--- config.mk ---
export PLATFORM = sky130hd
export DESIGN_NAME = double_ended_queue_unit
export DESIGN_NICKNAME = d
export VERILOG_FILES = /design/src/rtl/core/deq_pkg.sv /design/src/rtl/core/deq_mem.sv /design/src/rtl/core/deq_ctrl.sv /design/src/rtl/core/double_ended_queue_unit.sv
export VERILOG_INCLUDE_DIRS = /design/src /design/src/rtl/core
export SDC_FILE = /design/constraint.sdc
export NUM_CORES = 2
export LEC_CHECK = 0
export CAP_MARGIN = 10
export CORE_UTILIZATION = 40
export DETAILED_ROUTE_END_ITERATION = 8
export DONT_BUFFER_PORTS = 1
export HOLD_SLACK_MARGIN = 0.02
export MAX_ROUTING_LAYER = met4
export PLACE_DENSITY = 0.64
export SKIP_LAST_GASP = 1
export SYNTH_ARGS = -nofsm -noshare
export SYNTH_HDL_FRONTEND = slang
export SYNTH_SLANG_ARGS = --single-unit
--- constraint.sdc ---
create_clock -name clk -period 9.2 [get_ports clk]
set_input_delay 0.92 -clock clk [delete_from_list [all_inputs] [get_ports clk]]
set_output_delay 0.92 -clock clk [all_outputs]
set_load 0.02 [all_outputs]
--- src/rtl/core/double_ended_queue_unit_defines.svh ---
// ---------------------------------------------------------------------------
// Assertion macros for the double-ended queue unit.
// The properties are clocked on clk and disabled while rst is high.
// ---------------------------------------------------------------------------
`ifndef DOUBLE_ENDED_QUEUE_UNIT_DEFINES_SVH
`define DOUBLE_ENDED_QUEUE_UNIT_DEFINES_SVH

`ifndef SYNTHESIS

// Checks a property at every clock edge outside reset.
`define DEQ_ASSERT(label, prop, msg) \
  label: assert property (@(posedge clk) disable iff (rst) (prop)) else $error(msg);

// Checks that a condition holds in the cycle after a trigger.
`define DEQ_ASSERT_NEXT(label, trig, prop, msg) \
  label: assert property (@(posedge clk) disable iff (rst) (trig) |=> (prop)) else $error(msg);

`else

`define DEQ_ASSERT(label, prop, msg)
`define DEQ_ASSERT_NEXT(label, trig, prop, msg)

`endif

`endif

--- src/rtl/core/deq_pkg.sv ---
`timescale 1ns / 1ps
// ---------------------------------------------------------------------------
// deq_pkg
// Shared widths, request codes and status codes of the double-ended queue.
// ---------------------------------------------------------------------------
package deq_pkg;

  // Default number of slots in the ring store.
  localparam int DEPTH_DEFAULT = 64;

  // Payload widths.
  localparam int VALUE_W  = 32;
  localparam int REQ_W    = 3;
  localparam int STATUS_W = 2;

  typedef logic [REQ_W-1:0]    req_t;
  typedef logic [STATUS_W-1:0] status_t;

  // Request codes.
  localparam req_t REQ_PUSH_FRONT = 3'd0;
  localparam req_t REQ_PUSH_BACK  = 3'd1;
  localparam req_t REQ_POP_FRONT  = 3'd2;
  localparam req_t REQ_POP_BACK   = 3'd3;
  localparam req_t REQ_DUMP       = 3'd4;

  // Status codes.
  localparam status_t ST_OK    = 2'd0;
  localparam status_t ST_FULL  = 2'd1;
  localparam status_t ST_EMPTY = 2'd2;

endpackage

--- src/rtl/core/deq_mem.sv ---
`timescale 1ns / 1ps
// ---------------------------------------------------------------------------
// deq_mem
// Entry store: one write port and one read port with registered read data.
// ---------------------------------------------------------------------------
module deq_mem #(
  parameter int DEPTH = deq_pkg::DEPTH_DEFAULT
) (
  input  logic                                clk,
  input  logic                                wr_en,
  input  logic [$clog2(DEPTH)-1:0]            wr_addr,
  input  logic signed [deq_pkg::VALUE_W-1:0]  wr_data,
  input  logic                                rd_en,
  input  logic [$clog2(DEPTH)-1:0]            rd_addr,
  output logic signed [deq_pkg::VALUE_W-1:0]  rd_data
);

  logic signed [deq_pkg::VALUE_W-1:0] mem [DEPTH];

  // Write port.
  always_ff @(posedge clk) begin
    if (wr_en) begin
      mem[wr_addr] <= wr_data;
    end
  end

  // Read port; the data register holds its value between reads.
  always_ff @(posedge clk) begin
    if (rd_en) begin
      rd_data <= mem[rd_addr];
    end
  end

endmodule

--- src/rtl/core/deq_ctrl.sv ---
`timescale 1ns / 1ps
// ---------------------------------------------------------------------------
// deq_ctrl
// Ring pointers, request decode, dump sequencer and the result register.
// ---------------------------------------------------------------------------
`include "double_ended_queue_unit_defines.svh"

module deq_ctrl #(
  parameter int DEPTH = deq_pkg::DEPTH_DEFAULT
) (
  input  logic                                clk,
  input  logic                                rst,
  // Request channel.
  input  logic                                req_valid,
  output logic                                req_stall,
  input  deq_pkg::req_t                       req_type,
  input  logic signed [deq_pkg::VALUE_W-1:0]  push_value,
  // Result channel.
  output logic                                rsp_valid,
  input  logic                                rsp_stall,
  output logic signed [deq_pkg::VALUE_W-1:0]  out_value,
  output deq_pkg::status_t                    status,
  output logic                                last,
  // Entry store.
  output logic                                wr_en,
  output logic [$clog2(DEPTH)-1:0]            wr_addr,
  output logic signed [deq_pkg::VALUE_W-1:0]  wr_data,
  output logic                                rd_en,
  output logic [$clog2(DEPTH)-1:0]            rd_addr,
  input  logic signed [deq_pkg::VALUE_W-1:0]  rd_data
);

  localparam int PTR_W = $clog2(DEPTH);
  localparam int CNT_W = $clog2(DEPTH + 1);
  localparam int SUM_W = PTR_W + 1;

  localparam logic [PTR_W-1:0] PTR_LAST  = PTR_W'(DEPTH - 1);
  localparam logic [CNT_W-1:0] CNT_FULL  = CNT_W'(DEPTH);
  localparam logic [SUM_W-1:0] SUM_DEPTH = SUM_W'(DEPTH);

  localparam logic S_IDLE = 1'b0;
  localparam logic S_DUMP = 1'b1;

  logic             state, state_next;
  logic [PTR_W-1:0] front, front_next;
  logic [CNT_W-1:0] count, count_next;
  logic [CNT_W-1:0] dump_idx, dump_idx_next;
  logic             rd_pending;
  logic             rd_last, rd_last_next;

  logic             out_free;
  logic             move;
  logic             mem_free;
  logic             accept;
  logic             is_full;
  logic             is_empty;
  logic [PTR_W-1:0] front_dec;
  logic [PTR_W-1:0] front_inc;
  logic [CNT_W-1:0] offset;
  logic [SUM_W-1:0] slot_sum;
  logic [SUM_W-1:0] slot_wrap;
  logic [PTR_W-1:0] slot;
  logic             imm_load;
  deq_pkg::status_t imm_status;

  // Handshake bookkeeping. An item is taken only when nothing is in flight
  // and the result register can take its result.
  assign out_free  = !rsp_valid || !rsp_stall;
  assign move      = rd_pending && out_free;
  assign mem_free  = !rd_pending || move;
  assign req_stall = !((state == S_IDLE) && !rd_pending && out_free);
  assign accept    = req_valid && !req_stall;

  assign is_full  = (count == CNT_FULL);
  assign is_empty = (count == '0);

  // Front pointer neighbors, wrapping at the store depth.
  assign front_dec = (front == '0) ? PTR_LAST : front - 1'b1;
  assign front_inc = (front == PTR_LAST) ? '0 : front + 1'b1;

  // Offset from the front: back slot for a push, last entry for a back pop,
  // running position for a dump.
  always_comb begin
    if (state == S_DUMP) begin
      offset = dump_idx;
    end else if (req_type == deq_pkg::REQ_POP_BACK) begin
      offset = count - 1'b1;
    end else begin
      offset = count;
    end
  end

  // Ring address: the sum stays below twice the depth, so one subtract wraps it.
  assign slot_sum  = SUM_W'(front) + SUM_W'(offset);
  assign slot_wrap = (slot_sum >= SUM_DEPTH) ? slot_sum - SUM_DEPTH : slot_sum;
  assign slot      = slot_wrap[PTR_W-1:0];

  assign wr_data = push_value;

  // Request decode and dump sequencing.
  always_comb begin
    state_next    = state;
    front_next    = front;
    count_next    = count;
    dump_idx_next = dump_idx;
    rd_last_next  = rd_last;
    wr_en         = 1'b0;
    wr_addr       = slot;
    rd_en         = 1'b0;
    rd_addr       = slot;
    imm_load      = 1'b0;
    imm_status    = deq_pkg::ST_OK;

    if (state == S_DUMP) begin
      if (mem_free) begin
        rd_en         = 1'b1;
        rd_last_next  = (dump_idx == count - 1'b1);
        dump_idx_next = dump_idx + 1'b1;
        if (dump_idx == count - 1'b1) begin
          state_next = S_IDLE;
        end
      end
    end else if (accept) begin
      case (req_type)
        deq_pkg::REQ_PUSH_FRONT, deq_pkg::REQ_PUSH_BACK: begin
          imm_load = 1'b1;
          if (is_full) begin
            imm_status = deq_pkg::ST_FULL;
          end else begin
            wr_en      = 1'b1;
            count_next = count + 1'b1;
            if (req_type == deq_pkg::REQ_PUSH_FRONT) begin
              wr_addr    = front_dec;
              front_next = front_dec;
            end
          end
        end
        deq_pkg::REQ_POP_FRONT, deq_pkg::REQ_POP_BACK: begin
          if (is_empty) begin
            imm_load   = 1'b1;
            imm_status = deq_pkg::ST_EMPTY;
          end else begin
            rd_en        = 1'b1;
            rd_last_next = 1'b1;
            count_next   = count - 1'b1;
            if (req_type == deq_pkg::REQ_POP_FRONT) begin
              rd_addr    = front;
              front_next = front_inc;
            end
          end
        end
        deq_pkg::REQ_DUMP: begin
          if (is_empty) begin
            imm_load   = 1'b1;
            imm_status = deq_pkg::ST_EMPTY;
          end else begin
            state_next    = S_DUMP;
            dump_idx_next = '0;
          end
        end
        default: begin
          // Unused request codes are dropped without a result.
        end
      endcase
    end
  end

  // Control registers.
  always_ff @(posedge clk) begin
    if (rst) begin
      state      <= S_IDLE;
      front      <= '0;
      count      <= '0;
      dump_idx   <= '0;
      rd_pending <= 1'b0;
      rsp_valid  <= 1'b0;
    end else begin
      state    <= state_next;
      front    <= front_next;
      count    <= count_next;
      dump_idx <= dump_idx_next;
      if (rd_en) begin
        rd_pending <= 1'b1;
      end else if (move) begin
        rd_pending <= 1'b0;
      end
      if (move || imm_load) begin
        rsp_valid <= 1'b1;
      end else if (!rsp_stall) begin
        rsp_valid <= 1'b0;
      end
    end
  end

  // Last flag of the read in flight.
  always_ff @(posedge clk) begin
    rd_last <= rd_last_next;
  end

  // Result register: read data or an immediate status result.
  always_ff @(posedge clk) begin
    if (move) begin
      out_value <= rd_data;
      status    <= deq_pkg::ST_OK;
      last      <= rd_last;
    end else if (imm_load) begin
      out_value <= '0;
      status    <= imm_status;
      last      <= 1'b1;
    end
  end

  // The entry count never passes the depth.
  `DEQ_ASSERT(a_count_range, count <= CNT_FULL, "entry count above depth")
  // A dump only runs over a non-empty store.
  `DEQ_ASSERT(a_dump_nonempty, (state != S_DUMP) || (count != '0), "dump of an empty store")
  // A successful pop removes exactly one entry.
  `DEQ_ASSERT_NEXT(a_pop_count,
      accept && !is_empty && ((req_type == deq_pkg::REQ_POP_FRONT) ||
      (req_type == deq_pkg::REQ_POP_BACK)),
      count == CNT_W'($past(count) - 1'b1), "pop did not decrement count")
  // Read data waiting on a stalled result register is kept.
  `DEQ_ASSERT_NEXT(a_read_held, rd_pending && !out_free,
      rd_pending && $stable(rd_data), "pending read data lost")

endmodule

--- src/rtl/core/double_ended_queue_unit.sv ---
`timescale 1ns / 1ps
// Push, failed pop, empty dump: one per cycle if unstalled; result registered next cycle.
// Pop: registered store read; requests stall until the data enters the result register.
// Dump of N entries: acceptance, N reads one per cycle unless stalled, last handoff.
// Reset clears the front pointer and the count; the store is not cleared.
// ---------------------------------------------------------------------------
// double_ended_queue_unit
// Bounded double-ended queue of signed 32-bit values in a ring store.
// ---------------------------------------------------------------------------
module double_ended_queue_unit #(
  parameter int DEPTH = deq_pkg::DEPTH_DEFAULT
) (
  input  logic                                clk,
  input  logic                                rst,
  input  logic                                req_valid,
  output logic                                req_stall,
  input  deq_pkg::req_t                       req_type,
  input  logic signed [deq_pkg::VALUE_W-1:0]  push_value,
  output logic                                rsp_valid,
  input  logic                                rsp_stall,
  output logic signed [deq_pkg::VALUE_W-1:0]  out_value,
  output deq_pkg::status_t                    status,
  output logic                                last
);

  localparam int PTR_W = $clog2(DEPTH);

  logic                               wr_en;
  logic [PTR_W-1:0]                   wr_addr;
  logic signed [deq_pkg::VALUE_W-1:0] wr_data;
  logic                               rd_en;
  logic [PTR_W-1:0]                   rd_addr;
  logic signed [deq_pkg::VALUE_W-1:0] rd_data;

  // Pointer and sequencing logic.
  deq_ctrl #(
    .DEPTH(DEPTH)
  ) u_ctrl (
    .clk        (clk),
    .rst        (rst),
    .req_valid  (req_valid),
    .req_stall  (req_stall),
    .req_type   (req_type),
    .push_value (push_value),
    .rsp_valid  (rsp_valid),
    .rsp_stall  (rsp_stall),
    .out_value  (out_value),
    .status     (status),
    .last       (last),
    .wr_en      (wr_en),
    .wr_addr    (wr_addr),
    .wr_data    (wr_data),
    .rd_en      (rd_en),
    .rd_addr    (rd_addr),
    .rd_data    (rd_data)
  );

  // Entry store.
  deq_mem #(
    .DEPTH(DEPTH)
  ) u_mem (
    .clk     (clk),
    .wr_en   (wr_en),
    .wr_addr (wr_addr),
    .wr_data (wr_data),
    .rd_en   (rd_en),
    .rd_addr (rd_addr),
    .rd_data (rd_data)
  );

endmodule

==> results by group <==
Clock tree
  – Bufs on Longest Clock Path: 3
  – CTS Root Buffer Type: clkbuf_16
  – H-tree depth: 4
  – CTS Sinks: 2,139
  – Clk_lat worst skew: 860 ps
  – TritonCTS Buffers: 212
  – Post-CTS Setup Bufs: 0
  – CTS tree: built
  – Clock slew at reported path FFs: 60 ps
  – # resized after CTS: 0
  – Post-CTS Hold Buffers: 0

Yosys
  – Synth unique cells: 67
  – Sequential share of the synthesized area: 0.761
  – Avg Inst Size Synth: 13.5 um2
  – Post-synth top area share: 0.755
  – Post-synth top area cell: edfxtp_1
  – Ys flop type: edfxtp_1
  – Count leader, synth: edfxtp_1
  – Top post-synthesis cells by area: edfxtp_1, nand2_1, a21oi_1
  – Cells after synthesis: 6,203
  – Mapped Area: 84,000 um2
  – Post-Syn Nets: 6,255
  – Async SR Flop Fraction: 0
  – Synth top cells by count: edfxtp_1, nand2_1, a21oi_1
  – Warnings from Yosys: 0
  – Post-synth EDFFs: 2,114
  – Yosys reg bits: 2,139

Timing
  – Max-slew headroom: 0.159
  – Worst-margin pin slew: 1260 ps
  – Final setup violating endpoints: 0
  – Setup slack after layout: 3120 ps
  – Achievable frequency: 0.165 GHz
  – Final Skew: 41.2 ps
  – Hold Violations, Final: 0
  – Fin Setup TNS: 0 ps
  – Tcrit/Tclk final: 0.661
  – Fin crit period: 6080 ps
  – Pins Over Slew Limit: 0
  – RSZ-0062 raised after global routing: false

Global route
  – M1 GR Usage: 0.330
  – First-pass GRT wire length: 367 mm
  – Top Usage Layer GRT: met2
  – Met3 Use GR: 0.0535
  – GRT Overall Usage: 0.247
  – Pin count of the biggest net entering global routing: 176
  – Vias in the first global route: 50,400
  – Met2 usage in global routing: 0.366
  – Grt ovf: 0
  – Initial antenna violation count: 17

Detailed routing
  – Avg WL per Cell: 28.5 um
  – DRC: 0
  – Antenna-violating nets left: 0
  – Via density: 5.95
  – DR pass1 iterations: 9
  – Final wirelength: 259 mm
  – 1st-iter DRT viols: 8,915
  – DR vias: 54,100

Critical path
  – Crit path max fanout: 19
  – Crit end category: flop
  – Slowest-stage cell, CP: nor2_4
  – Crit Path Category: flop to flop
  – Worst setup SP type: flop
  – Critical Path AT: 6610 ps
  – Crit path largest cell delay: 1190 ps
  – CP Data Required Time: 9740 ps
  – Critical path cell sequence: a211oi_2 > inv_1 > nor4b_1 > nand2_1 > nor2_1 > mux2i_1 > inv_1 > nor2_1 > nand2_1 > nor2_4 > buf_4

Power and ir drop
  – NetSw: 6.57 mW
  – Switching Share: 0.287
  – Peak supply drop: 0.000174 V
  – Cell leakage power: 29.9 nW
  – Register share of total power: 0.474
  – Clock power share: 0.359
  – Design internal power: 16.4 mW
  – P per Cell Area: 244 nW/um2
  – Combinational fraction of design power: 0.167

Layout
  – Nets: 6,177
  – Area delta synth->final: 11.9%
  – Layout cell share with drive strength beyond 1: 0.0784

Die
  – Die H: 460 um
  – IO Count: 76
  – Area of the core: 208,000 um2
  – Initial core utilization: 0.404
  – Die ar.: 212,000 um2
  – Standard-cell rows: 167
  – Die Wd: 460 um

Worst hold path
  – Worst hold path class: input port to flop

Job
  – Max cap viols: 0

Outcome
  – Outcome: completed

Placed design
  – Pre-CTS setup slack: 2950 ps
  – Port-buffer cells: 0
  – Dpl hpwl: 141 mm
  – Gpl congestion: 0.888
==> final cells by class <==
cell class / instances / area (um2)
well taps: 2788 / 3490
multi-input cells: 3636 / 18700
clock buffers: 282 / 5590
inverters: 13 / 48.8
fillers: 18100 / 114000
repair buffers: 123 / 1290
diodes: 8 / 20.0
clock inverters: 98 / 871
flip-flops and latches: 2139 / 64000
==> critical path, delay by kind of cell (launching register included) <==
kind                   cells  cell delay, ps
AO/OA/AOI/OAI              1             490
buffers and inverters      3             830
multiplexers               1             560
flip-flops                 1             520
AND/OR/NAND/NOR            6            3350
==> final timing paths <==
kind                                     start               end  slack, ps  cells after the start
worst max-delay path              u_ctrl.state  u_mem.mem[2][25]       3120                     11
worst min register to register  u_ctrl.rd_last       u_ctrl.last        510                      1
worst min-delay path             push_value[4]  u_mem.mem[19][4]        160                      0
worst max register to register    u_ctrl.state  u_mem.mem[2][25]       3120                     11
==> placed cells by master (no fill, tap or decap), drive strengths merged, types with 18 or more instances in the layout <==
cell type / count
a211oi: 23
a21oi: 555
a22oi: 215
a31oi: 136
a32oi: 126
and2: 36
and3: 29
buf: 123
clkbuf: 282
clkinv: 74
dfxtp: 25
edfxtp: 2114
inv: 22
nand2: 1720
nand3: 349
nand4: 122
nor2: 106
nor3: 18
o21ai: 24
or4: 27
xnor2: 23
==> sequential cells by signal, indices dropped and copies added (netlist names) <==
signal,flops
u_ctrl.status,2
u_ctrl.dump_idx,7
u_ctrl.rsp_valid,1
u_ctrl.front,6
u_ctrl.state,1
u_mem.mem,2048
u_ctrl.rd_last,1
u_ctrl.count,7
u_ctrl.rd_pending,1
u_ctrl.last,1
u_mem.rd_data,32
u_ctrl.out_value,32
==> cell families after synthesis <==
group | after synthesis | synth area share
buffers and inverters | 428 | 0.0230
muxes | 12 | 0.00144
xor gates and xnor gates | 35 | 0.00365
and+or+nand+nor | 2455 | 0.124
adders and majority gates | 13 | 0.00202
DFF | 2139 | 0.761
AOI/OAI and AO/OA | 1121 | 0.0843
==> layer usage <==
layer | up-vias | share of wire
li1 | 23000 | -
met1 | 27100 | 0.39
met2 | 3490 | 0.45
met3 | 478 | 0.12
met4 | 0 | 0.044
met5 | - | 0
==> power groups by stage <==
stage	clock network, mW	registers [mW]	logic, mW
after global placement	0	11.1	3.72
final	8.24	10.9	3.84
after global routing	8.66	10.9	4.07
after detailed placement	0	11.1	3.74
after CTS	8.28	10.9	3.76
after floorplan	0	11.0	2.39
==> per-stage QoR <==
step / total power [mW] / cell area [um2] / hold slack [ps] / util / std cells
final: 22.9 / 94000 / 159 / 0.452 / 9087
after global routing: 23.6 / 94000 / 125 / 0.452 / 9082
after CTS: 22.9 / 93900 / 102 / 0.452 / 9077
after detailed placement: 14.8 / 87500 / 496 / 0.421 / 8697
after global placement: 14.8 / 87300 / 495 / 0.420 / 8688
after floorplan: 13.4 / 84000 / 471 / - / 6203
No activity file was read; power rests on OpenSTA's default activity.
